### src/rtl/core/dove_pkg.sv
// ----------------------------------------------------------------------------
// dove_pkg
// types and constants shared by the option value extractor
// ----------------------------------------------------------------------------
`default_nettype none

package dove_pkg;

    localparam logic [7:0] CODE_END       = 8'hFF;
    localparam logic [7:0] CODE_PAD       = 8'h00;
    localparam logic [7:0] WANTED_DEFAULT = 8'd15;

    typedef struct packed {
        logic [7:0] opt_byte;
        logic       first_byte;
        logic [9:0] options_len;
    } in_word_t;

    typedef struct packed {
        logic [7:0] value_byte;
        logic       value_last;
    } out_word_t;

    // up to two result words produced by one input word, in order
    typedef struct packed {
        logic      v0;
        logic      v1;
        out_word_t w0;
        out_word_t w1;
    } push_t;

endpackage

`default_nettype wire

### src/rtl/core/dove_front.sv
// ----------------------------------------------------------------------------
// dove_front
// option walker: takes one options byte a cycle while the queue has room for two words and pushes value words
// ----------------------------------------------------------------------------
`default_nettype none

module dove_front #(
    parameter int OPTIONS_MAX = 512
) (
    input  wire logic             clk,
    input  wire logic             rst_n,
    input  wire logic             in_valid,
    output logic                  in_stall,
    input  wire dove_pkg::in_word_t in_word,
    input  wire logic             cfg_valid,
    input  wire logic [7:0]       cfg_data,
    input  wire logic             room_two,
    output dove_pkg::push_t       push
);
    import dove_pkg::*;

    localparam int LW = $clog2(OPTIONS_MAX + 1);
    localparam int SW = LW + 9;

    typedef enum logic [1:0] {
        PH_DONE,
        PH_CODE,
        PH_LEN,
        PH_DATA
    } phase_t;

    phase_t          phase_reg, phase_next;
    logic [LW-1:0]   pos_reg, pos_next;
    logic [LW-1:0]   len_reg, len_next;
    logic            match_reg, match_next;
    logic [7:0]      rem_reg, rem_next;
    logic [7:0]      held_byte_reg, held_byte_next;
    logic            held_valid_reg, held_valid_next;
    logic [7:0]      wanted_reg;

    logic            accept;
    logic [31:0]     len_wide;
    logic [LW-1:0]   len_sat;

    assign in_stall = !room_two;
    assign accept   = in_valid && !in_stall;
    assign len_wide = 32'(in_word.options_len);
    assign len_sat  = (len_wide > 32'(OPTIONS_MAX)) ? LW'(OPTIONS_MAX) : LW'(len_wide);

    always_comb
    begin
        phase_t        ph;
        logic [LW-1:0] pos;
        logic [LW-1:0] len;
        logic          mt;
        logic [7:0]    rem;
        logic          hv;
        logic [7:0]    b;
        logic [SW-1:0] pos1;
        logic [7:0]    rem_dec;

        b   = in_word.opt_byte;
        ph  = phase_reg;
        pos = pos_reg;
        len = len_reg;
        mt  = match_reg;
        rem = rem_reg;
        hv  = held_valid_reg;
        if (in_word.first_byte)
        begin
            ph  = PH_CODE;
            pos = '0;
            len = len_sat;
            mt  = 1'b0;
            rem = '0;
            hv  = 1'b0;
        end
        pos1    = SW'(pos) + SW'(1);
        rem_dec = rem - 8'd1;

        phase_next      = phase_reg;
        pos_next        = pos_reg;
        len_next        = len_reg;
        match_next      = match_reg;
        rem_next        = rem_reg;
        held_byte_next  = held_byte_reg;
        held_valid_next = held_valid_reg;
        push            = '0;

        if (accept)
        begin
            phase_next      = ph;
            pos_next        = pos;
            len_next        = len;
            match_next      = mt;
            rem_next        = rem;
            held_valid_next = hv;
            if (ph != PH_DONE)
            begin
                pos_next = pos + LW'(1);
                case (ph)
                    PH_CODE:
                    begin
                        if (pos1 >= SW'(len) || b == CODE_END)
                        begin
                            phase_next = PH_DONE;
                        end
                        else if (b != CODE_PAD)
                        begin
                            match_next = (b == wanted_reg);
                            phase_next = PH_LEN;
                        end
                    end
                    PH_LEN:
                    begin
                        if (pos1 + SW'(b) >= SW'(len))
                        begin
                            phase_next = PH_DONE;
                        end
                        else if (b == 8'd0)
                        begin
                            phase_next = PH_CODE;
                        end
                        else
                        begin
                            rem_next   = b;
                            phase_next = PH_DATA;
                        end
                    end
                    default:
                    begin
                        rem_next = rem_dec;
                        if (mt)
                        begin
                            if (rem_dec != 8'd0)
                            begin
                                push.v0         = hv;
                                push.w0         = '{value_byte: held_byte_reg, value_last: 1'b0};
                                held_byte_next  = b;
                                held_valid_next = 1'b1;
                            end
                            else
                            begin
                                // trailing nul moves the last mark to the held byte
                                if (b == 8'd0)
                                begin
                                    push.v0 = hv;
                                    push.w0 = '{value_byte: held_byte_reg, value_last: 1'b1};
                                end
                                else if (hv)
                                begin
                                    push.v0 = 1'b1;
                                    push.w0 = '{value_byte: held_byte_reg, value_last: 1'b0};
                                    push.v1 = 1'b1;
                                    push.w1 = '{value_byte: b, value_last: 1'b1};
                                end
                                else
                                begin
                                    push.v0 = 1'b1;
                                    push.w0 = '{value_byte: b, value_last: 1'b1};
                                end
                                held_valid_next = 1'b0;
                            end
                        end
                        if (rem_dec == 8'd0)
                        begin
                            match_next = 1'b0;
                            phase_next = PH_CODE;
                        end
                    end
                endcase
            end
        end
    end

    always_ff @(posedge clk or negedge rst_n)
    begin
        if (!rst_n)
        begin
            phase_reg      <= PH_DONE;
            pos_reg        <= '0;
            len_reg        <= '0;
            match_reg      <= 1'b0;
            rem_reg        <= '0;
            held_byte_reg  <= '0;
            held_valid_reg <= 1'b0;
            wanted_reg     <= WANTED_DEFAULT;
        end
        else
        begin
            phase_reg      <= phase_next;
            pos_reg        <= pos_next;
            len_reg        <= len_next;
            match_reg      <= match_next;
            rem_reg        <= rem_next;
            held_byte_reg  <= held_byte_next;
            held_valid_reg <= held_valid_next;
            if (cfg_valid)
            begin
                wanted_reg <= cfg_data;
            end
        end
    end

`ifndef SYNTH
    a_second_word_closes: assert property (@(posedge clk) disable iff (!rst_n)
        push.v1 |-> (push.v0 && !push.w0.value_last && push.w1.value_last))
        else $error("second word pushed without an open first word");
`endif

endmodule

`default_nettype wire

### src/rtl/core/dove_queue.sv
// ----------------------------------------------------------------------------
// dove_queue
// short queue between walker and output stage, two writes and one read a cycle
// ----------------------------------------------------------------------------
`default_nettype none

module dove_queue (
    input  wire logic              clk,
    input  wire logic              rst_n,
    input  wire dove_pkg::push_t   push,
    output logic                   room_two,
    input  wire logic              pop,
    output logic                   nonempty,
    output dove_pkg::out_word_t    head
);
    import dove_pkg::*;

    localparam int DEPTH = 4;
    localparam int AW    = $clog2(DEPTH);
    localparam int CW    = $clog2(DEPTH + 1);

    out_word_t     entry_reg [DEPTH];
    logic [AW-1:0] wr_ptr_reg, wr_ptr_next;
    logic [AW-1:0] rd_ptr_reg, rd_ptr_next;
    logic [CW-1:0] count_reg, count_next;
    logic [CW-1:0] n_push;

    assign n_push      = CW'(push.v0) + CW'(push.v1);
    assign wr_ptr_next = wr_ptr_reg + AW'(n_push);
    assign rd_ptr_next = rd_ptr_reg + AW'(pop);
    assign count_next  = count_reg + n_push - CW'(pop);
    assign room_two    = (count_reg <= CW'(DEPTH - 2));
    assign nonempty    = (count_reg != '0);
    assign head        = entry_reg[rd_ptr_reg];

    always_ff @(posedge clk or negedge rst_n)
    begin
        if (!rst_n)
        begin
            wr_ptr_reg <= '0;
            rd_ptr_reg <= '0;
            count_reg  <= '0;
        end
        else
        begin
            wr_ptr_reg <= wr_ptr_next;
            rd_ptr_reg <= rd_ptr_next;
            count_reg  <= count_next;
        end
    end

    always_ff @(posedge clk)
    begin
        if (push.v0)
        begin
            entry_reg[wr_ptr_reg] <= push.w0;
        end
        if (push.v1)
        begin
            entry_reg[wr_ptr_reg + AW'(1)] <= push.w1;
        end
    end

`ifndef SYNTH
    a_no_overflow: assert property (@(posedge clk) disable iff (!rst_n)
        push.v0 |-> room_two)
        else $error("queue written without room");
    a_no_underflow: assert property (@(posedge clk) disable iff (!rst_n)
        pop |-> nonempty)
        else $error("queue read while empty");
`endif

endmodule

`default_nettype wire

### src/rtl/core/dove_back.sv
// ----------------------------------------------------------------------------
// dove_back
// output register, drains the queue one word a cycle toward the sink while out_stall is low
// ----------------------------------------------------------------------------
`default_nettype none

module dove_back (
    input  wire logic                clk,
    input  wire logic                rst_n,
    input  wire logic                nonempty,
    input  wire dove_pkg::out_word_t head,
    output logic                     pop,
    output logic                     out_valid,
    input  wire logic                out_stall,
    output dove_pkg::out_word_t      out_word
);
    import dove_pkg::*;

    logic      out_valid_reg;
    out_word_t out_word_reg;
    logic      load;

    assign load      = !out_valid_reg || !out_stall;
    assign pop       = load && nonempty;
    assign out_valid = out_valid_reg;
    assign out_word  = out_word_reg;

    always_ff @(posedge clk or negedge rst_n)
    begin
        if (!rst_n)
        begin
            out_valid_reg <= 1'b0;
        end
        else if (load)
        begin
            out_valid_reg <= nonempty;
        end
    end

    always_ff @(posedge clk)
    begin
        if (pop)
        begin
            out_word_reg <= head;
        end
    end

`ifndef SYNTH
    a_hold_when_stalled: assert property (@(posedge clk) disable iff (!rst_n)
        (out_valid && out_stall) |=> (out_valid && $stable(out_word)))
        else $error("stalled output word dropped or changed");
`endif

endmodule

`default_nettype wire

### src/rtl/core/dhcp_option_value_extractor.sv
// ----------------------------------------------------------------------------
// dhcp_option_value_extractor
// walks the options area a byte a word and emits the wanted option's value
// ----------------------------------------------------------------------------
//  channel  direction  handshake            payload
//  in       sink       in_valid/in_stall    in_word   (opt_byte, first_byte, options_len)
//  out      source     out_valid/out_stall  out_word  (value_byte, value_last)
//  cfg      sink       cfg_valid/cfg_ready  cfg_data  (wanted_option)
//
//  one input word a cycle while in_stall is low; a value word passes through the queue and then the output register
//  the walker pushes up to two words a cycle into a four-entry queue
//  in_stall rises while the queue has fewer than two free entries
//  reset leaves the walker waiting for a first byte and wanted_option at 15
// ----------------------------------------------------------------------------
`default_nettype none

module dhcp_option_value_extractor #(
    parameter int OPTIONS_MAX = 512
) (
    input  wire logic                clk,
    input  wire logic                rst_n,
    input  wire logic                in_valid,
    output logic                     in_stall,
    input  wire dove_pkg::in_word_t  in_word,
    output logic                     out_valid,
    input  wire logic                out_stall,
    output dove_pkg::out_word_t      out_word,
    input  wire logic                cfg_valid,
    output logic                     cfg_ready,
    input  wire logic [7:0]          cfg_data
);
    import dove_pkg::*;

    push_t     push;
    logic      room_two;
    logic      pop;
    logic      nonempty;
    out_word_t head;

    assign cfg_ready = 1'b1;

    dove_front #(
        .OPTIONS_MAX (OPTIONS_MAX)
    ) u_front (
        .clk       (clk),
        .rst_n     (rst_n),
        .in_valid  (in_valid),
        .in_stall  (in_stall),
        .in_word   (in_word),
        .cfg_valid (cfg_valid && cfg_ready),
        .cfg_data  (cfg_data),
        .room_two  (room_two),
        .push      (push)
    );

    dove_queue u_queue (
        .clk      (clk),
        .rst_n    (rst_n),
        .push     (push),
        .room_two (room_two),
        .pop      (pop),
        .nonempty (nonempty),
        .head     (head)
    );

    dove_back u_back (
        .clk       (clk),
        .rst_n     (rst_n),
        .nonempty  (nonempty),
        .head      (head),
        .pop       (pop),
        .out_valid (out_valid),
        .out_stall (out_stall),
        .out_word  (out_word)
    );

endmodule

`default_nettype wire

### config.mk
export PLATFORM = sky130hd
export DESIGN_NAME = dhcp_option_value_extractor
export DESIGN_NICKNAME = d
export VERILOG_FILES = /design/src/rtl/core/dove_pkg.sv /design/src/rtl/core/dove_front.sv /design/src/rtl/core/dove_queue.sv /design/src/rtl/core/dove_back.sv /design/src/rtl/core/dhcp_option_value_extractor.sv
export SDC_FILE = /design/constraint.sdc
export NUM_CORES = 1
export LEC_CHECK = 0
export BUFFER_PORTS_ARGS = -buffer_cell sky130_fd_sc_hd__buf_2
export CAP_MARGIN = 20
export CORE_MARGIN = 2
export CORE_UTILIZATION = 25
export DETAILED_ROUTE_END_ITERATION = 16
export SYNTH_ARGS = -nofsm -noshare
export SYNTH_HDL_FRONTEND = slang
export SYNTH_SLANG_ARGS = --single-unit
### constraint.sdc
create_clock -name clk -period 6.6 [get_ports clk]
set_input_delay 0.33 -clock clk [delete_from_list [all_inputs] [get_ports clk]]
set_output_delay 0.33 -clock clk [all_outputs]
set_load 0.02 [all_outputs]
==> impl_metrics.csv, run 1 <==
group,metric,value,unit
run,maxCapViolations,0,
pwr,p_per_area,324,mW/mm^2
setup_path,ff2ff_path_depth,17,
logic_synthesis,avgSynthCellArea,10.0,sq um
detailed_routing,postRouteWirelength,16400,um
logic_synthesis,synth_top_area_share,0.202,
setup_path,path_buf_inv,1,
detailed_routing,final_antenna_net_count,0,
pwr,finalPower,2.40,mW
setup_path,critPathMaxStageDelay,0.43,ns
logic_synthesis,seq_area_frac_synth,0.413,
layout,layout_common_cells,"nand2_1 (59), dfrtp_1 (52), o21ai_0 (46), edfxtp_1 (45)",
logic_synthesis,syn_nets,741,
timing,final-max-slew-violation-count,0,
setup_path,crit_chain,"nor2b_1, ha_1, nand4_1, or2_2, xor2_1, ha_1, o211a_1, a221o_1, a21oi_1, nor2_1, xor2_1, ha_1, o2111a_1, nor4b_2, buf_4, a2111o_1, a41oi_1",
placement,dp_cells,1002,
setup_path,crit_required,6.87,ns
setup_path,cpMaxStageDelayCell,"dfrtp_1",
timing,setup-violations-final,0,
detailed_routing,wl_per_cell,16.1,um
clocking,clockBufferDepth,2,
placement,port_buffers,42,
timing,fin_crit,4.57,ns
timing,tightest_slew,1.08,ns
clocking,insertion_delay,0.36,ns
logic_synthesis,synth_cell_types,78,
global_route,grt_pass1_wl,27000,um
layout,largest_reg_flops,36,
setup_path,r2r-end,"u_front.rem_reg[7]$_DFFE_PN0P_",
floorplanning,io_pins,44,
logic_synthesis,synth_area_leaders,"edfxtp_1 (20%), dfrtp_1 (19%), ha_1 (7.9%), o21ai_0 (3.4%), nand2_1 (3.3%)",
layout,n_fill_cell,2749,
floorplanning,start_util,0.256,
clocking,numClockSinks,101,
status,violations,"design-rule violations",
timing,rsz0062_at_grt,"no",
floorplanning,die_x,167,um
global_route,grt_overflow_total,0,
setup_path,cp_max_fo,20,
timing,finalCritPeriodShare,0.693,
timing,relSlewSlack,0.280,
detailed_routing,routed_via_density,4.95,
global_route,antenna_found_initial,0,
setup_path,startpoint_type,"register",
detailed_routing,drt_first_pass_iters,11,
clocking,clkSlewWorstSetupHoldPaths,0.08,ns
floorplanning,die_area,0.0280,sq mm
timing,max_freq,0.219,GHz
status,status,"complete, but fails checks",
timing,tns,0,ns
clocking,numCtsBuffers,9,
global_route,grt_max_degree,57,
pwr,ir_worst_vdd,0.132,mV
logic_synthesis,yosys_warnings,0,
layout,final_common_cell,"nand2_1",
setup_path,cp_data_arrival_time,4.85,ns
layout,fin_cells,1019,
logic_synthesis,synthCells,665,
setup_path,critical_path_class,"register to register",
clocking,hold_buffers,0,
logic_synthesis,synth-seq-cells,101,
placement,gp_congestion,0.820,
layout,utilization,0.283,
timing,clock_skew,0.00515,ns
global_route,grt_pass1_vias,4894,
layout,area_growth_syn_to_layout,10.8,%
setup_path,crit_start,"u_front.pos_reg[0]$_DFFE_PN0P_",
logic_synthesis,synthArstFlopShare,0.554,
layout,drive_gt1_frac,0.164,
logic_synthesis,synth_ff_type,"dfrtp_1",
placement,hpwlAfterDp,11800,um
clocking,cts_tree,"yes",
logic_synthesis,synth-edff-count,45,
setup_path,cp_num_cells,17,
floorplanning,num_rows,59,
floorplanning,die_h,167,um
setup_path,crit_family,"compound AO/OA/AOI/OAI gates",
setup_path,r2r_start,"u_front.pos_reg[0]$_DFFE_PN0P_",
detailed_routing,vias,5040,
setup_path,end_kind,"register",
clocking,cts_setup_buffers,0,
floorplanning,core,0.0261,sq mm
clocking,cts_resized,0,
hold_path,min_path_type,"input pin to asynchronous set/reset pin",
layout,diodes,0,
setup_path,cp_common_cell,"ha_1",
detailed_routing,drt_iter0_drc,370,
detailed_routing,drc,2,
clocking,cts_max_level,3,
pwr,leakage,2.85,nW
clocking,cts-root-buf,"clkbuf_16",
timing,finalHoldViolations,0,
layout,nets,755,
global_route,grt_use_total,0.120,
setup_path,r2r_slack,2.03,ns
setup_path,cp-endpoint,"u_front.rem_reg[7]$_DFFE_PN0P_",
logic_synthesis,yosysTopAreaCell,"edfxtp_1",
logic_synthesis,synth_area,0.00668,sq mm
[metal layers]
layer  track usage  part of all wire
met3        0.0236             0.052
met1         0.161              0.46
met4        0.0344             0.020
met2         0.198              0.47
met5             0                 0
[worst register-to-register path, cell delays in order (launching register included)]
cell	delay, ns
dfrtp_1	0.43
nor2b_1	0.33
ha_1	0.27
nand4_1	0.20
or2_2	0.38
xor2_1	0.30
ha_1	0.30
o211a_1	0.13
a221o_1	0.35
a21oi_1	0.16
nor2_1	0.06
xor2_1	0.15
ha_1	0.30
o2111a_1	0.20
nor4b_2	0.06
buf_4	0.24
a2111o_1	0.43
a41oi_1	0.21
[power breakdown]
group	internal (mW)	switching (mW)	total, mW
clock network	0.264	0.267	0.531
registers	0.773	0.132	0.905
logic	0.389	0.570	0.959
total	1.43	0.968	2.40
[cell type report]
class                      count  area, sq um  area share
timing repair buffer          49          263      0.0355
clock inverter                 7         63.8     0.00862
clock buffer                   9          225      0.0304
inverter                      28          105      0.0142
multi-input combinational    490         3570       0.482
sequential                   101         2760       0.373
tap                          335          419      0.0566
[cells by family after synthesis]
logic type | share of synthesized area
simple gates | 0.170
flops | 0.413
other cells | 0.000561
buf+inv | 0.0532
mux | 0.0620
xor+xnor | 0.0393
fa+ha+maj | 0.0863
compound gates | 0.176
[Yosys cell counts (6+ instances only)]
cell / number
a21o_1: 7
nand2_1: 59
clkbuf_1: 24
ha_1: 42
nor3_1: 8
nand3_1: 42
a21oi_1: 42
buf_6: 7
xnor2_1: 17
nor2_1: 38
buf_2: 10
nor4_1: 6
edfxtp_1: 45
mux2_2: 11
o21ai_0: 46
o21ai_1: 14
mux2_1: 6
xor2_1: 13
a22o_1: 6
nand4_1: 6
dfrtp_1: 52
a31oi_1: 9
nand2b_1: 7
mux4_2: 9
nor2b_1: 10
inv_1: 28
[stage by stage]
stage,area (sq um),setup slack [ns],hold slack (ns)
floorplan,6680,2.23,0.0344
global placement,7100,1.90,0.459
detailed placement,7110,1.76,0.463
CTS,7390,2.04,0.162
global route,7400,1.72,0.195
finish,7400,2.03,0.122
[how the worst min path moves through the flow]
| stage | start | endpoint | slack [ns] | cells past startpoint |
|---|---|---|---|---|
| finish | rst_n | u_back.out_valid$_DFFE_PN0P_ | 0.12 | 2 |
| global route | cfg_data[5] | u_front.wanted_reg[5]$_DFFE_PN0P_ | 0.19 | 2 |
| CTS | rst_n | u_back.out_valid$_DFFE_PN0P_ | 0.16 | 2 |
| detailed placement | u_front.len_reg[8]$_DFFE_PN0P_ | u_front.len_reg[8]$_DFFE_PN0P_ | 0.46 | 2 |
| global placement | u_front.len_reg[6]$_DFFE_PN0P_ | u_front.len_reg[6]$_DFFE_PN0P_ | 0.46 | 2 |
| floorplan | rst_n | u_back.out_valid$_DFFE_PN0P_ | 0.03 | 0 |
No activity file was read; power rests on OpenSTA's default activity.
==> run 2, diff against run 1 <==
- clock period: 6.6 -> 4.5 ns (I/O delays scaled with it)
==> run 2 against run 1 <==
  * The flow still finishes with violations (design-rule violations)
  * Global-route usage grew 0.42 points
  * Non-clock buffer count rose by 16
  * Sequential share of layout area decreased by 0.75 points
==> impl_metrics.csv, run 2 (synthesized netlist as in run 1, its figures left out) <==
group,metric,value,unit
setup_path,r2r_slack,0.22,ns
pwr,finalPower,3.57,mW
pwr,p_per_area,473,mW/mm^2
setup_path,cp_max_fo,20,
layout,multi_input_area,0.00358,sq mm
layout,largest_reg_flops,36,
setup_path,critical_path_class,"register to register",
setup_path,cp_data_arrival_time,4.55,ns
clocking,insertion_delay,0.36,ns
timing,fin_crit,4.28,ns
setup_path,crit_start,"u_front.pos_reg[1]$_DFFE_PN0P_",
detailed_routing,drt_first_pass_iters,10,
layout,final_common_cell,"nand2_1",
floorplanning,core,0.0261,sq mm
floorplanning,die_area,0.0280,sq mm
layout,n_fill_cell,2773,
setup_path,startpoint_type,"register",
setup_path,critPathMaxStageDelay,0.42,ns
clocking,clkSlewWorstSetupHoldPaths,0.08,ns
clocking,numClockSinks,101,
pwr,leakage,2.94,nW
global_route,grt_overflow_total,0,
detailed_routing,vias,5218,
detailed_routing,drc,2,
hold_path,min_path_type,"input pin to register",
hold_path,hold_start,"out_stall",
detailed_routing,routed_via_density,5.04,
setup_path,cp_common_cell,"ha_1",
placement,port_buffers,42,
timing,tightest_slew,0.953,ns
layout,layout_common_cells,"nand2_1 (59), dfrtp_1 (52), o21ai_0 (46), edfxtp_1 (45)",
detailed_routing,drt_iter0_drc,375,
setup_path,r2r-end,"u_front.rem_reg[7]$_DFFE_PN0P_",
floorplanning,start_util,0.256,
floorplanning,die_x,167,um
layout,regArea,0.00276,sq mm
global_route,grt_use_total,0.124,
layout,fin_area,0.00755,sq mm
placement,gp_congestion,0.857,
timing,final-max-slew-violation-count,0,
setup_path,crit_required,4.76,ns
placement,hpwlAfterDp,12300,um
run,maxCapViolations,0,
status,status,"complete, but fails checks",
layout,drive_gt1_frac,0.186,
clocking,cts_tree,"yes",
layout,nets,771,
setup_path,cp_num_cells,17,
layout,area_growth_syn_to_layout,13.1,%
global_route,antenna_found_initial,0,
setup_path,path_buf_inv,1,
setup_path,end_kind,"register",
detailed_routing,postRouteWirelength,17000,um
timing,tns,0,ns
global_route,grt_pass1_vias,5060,
timing,clock_skew,0.00921,ns
clocking,cts_setup_buffers,0,
layout,diodes,0,
setup_path,cp-endpoint,"u_front.rem_reg[7]$_DFFE_PN0P_",
timing,max_freq,0.233,GHz
setup_path,r2r_start,"u_front.pos_reg[1]$_DFFE_PN0P_",
setup_path,crit_chain,"nor2b_2, ha_1, nand4_1, or2_2, xor2_2, ha_1, o211a_1, a221o_1, a21oi_1, nor2_1, xor2_1, ha_1, o2111a_1, nor4b_2, buf_4, a2111o_1, a41oi_1",
clocking,numCtsBuffers,9,
floorplanning,die_h,167,um
placement,placed_area,0.00723,sq mm
global_route,grt_max_degree,43,
clocking,clockBufferDepth,2,
timing,finalHoldViolations,0,
floorplanning,io_pins,44,
pwr,ir_worst_vdd,0.215,mV
timing,relSlewSlack,0.358,
status,violations,"design-rule violations",
timing,rsz0062_at_grt,"no",
clocking,cts-root-buf,"clkbuf_16",
floorplanning,num_rows,59,
timing,finalCritPeriodShare,0.952,
setup_path,cpMaxStageDelayCell,"a2111o_1",
setup_path,crit_family,"compound AO/OA/AOI/OAI gates",
clocking,cts_max_level,3,
setup_path,ff2ff_path_depth,17,
detailed_routing,wl_per_cell,16.4,um
global_route,grt_pass1_wl,27600,um
timing,setup-violations-final,0,
detailed_routing,final_antenna_net_count,0,
[run 2: through the flow]
step                      hold WS (ns)  setup WS (ns)  utilization  cells
after floorplan                -0.0706          0.232            -    665
after global placement           0.389          0.312        0.277   1018
after detailed placement         0.389          0.244        0.277   1018
after CTS                       0.0683          0.133        0.289   1035
after global routing            0.0834         0.0173        0.289   1035
final                           0.0836          0.216        0.289   1035
[run 2: layer usage]
| layer | global-route usage | wire (um) | vias up |
|---|---|---|---|
| met5 | 0 | 0 | - |
| met1 | 0.161 | 7610 | 2527 |
| met3 | 0.0272 | 948 | 26 |
| met4 | 0.0431 | 361 | 0 |
| met2 | 0.205 | 8060 | 154 |
| li1 | - | - | 2511 |
[run 2: timing repair]
action,CTS,global route
endpoints found under the setup margin,0,6
endpoints found under the hold margin,6,0
resized for setup,0,3
hold buffers,1,0
[run 2: report_power, final]
part / total [mW] / internal [mW] / switching [mW] / leakage [nW]
registers: 1.32 / 1.13 / 0.190 / 1.10
clock network: 0.796 / 0.396 / 0.400 / 0.146
logic: 1.45 / 0.597 / 0.857 / 1.69
[run 2: worst min-delay path by stage]
stage                                   endpoint  slack, ns  depth (start not counted)
5_1_grt        u_front.wanted_reg[5]$_DFFE_PN0P_       0.08                          2
2_1_floorplan       u_back.out_valid$_DFFE_PN0P_      -0.07                          0
3_3_place_gp        u_back.out_valid$_DFFE_PN0P_       0.39                          1
3_5_place_dp        u_back.out_valid$_DFFE_PN0P_       0.39                          1
6_report            u_back.out_valid$_DFFE_PN0P_       0.08                          3
4_1_cts             u_back.out_valid$_DFFE_PN0P_       0.07                          3
[run 2: layout make-up]
cell class | instances | share of cell area
inverter | 28 | 0.0139
sequential | 101 | 0.365
timing repair buffer | 65 | 0.0510
multi-input combinational | 490 | 0.474
tap | 335 | 0.0555
clock inverter | 7 | 0.0106
clock buffer | 9 | 0.0298
[run 2: worst min-delay path, stage by stage]
cell	delay [ns]
buf_2	0.09
nand2_1	0.04
nand2_1	0.05
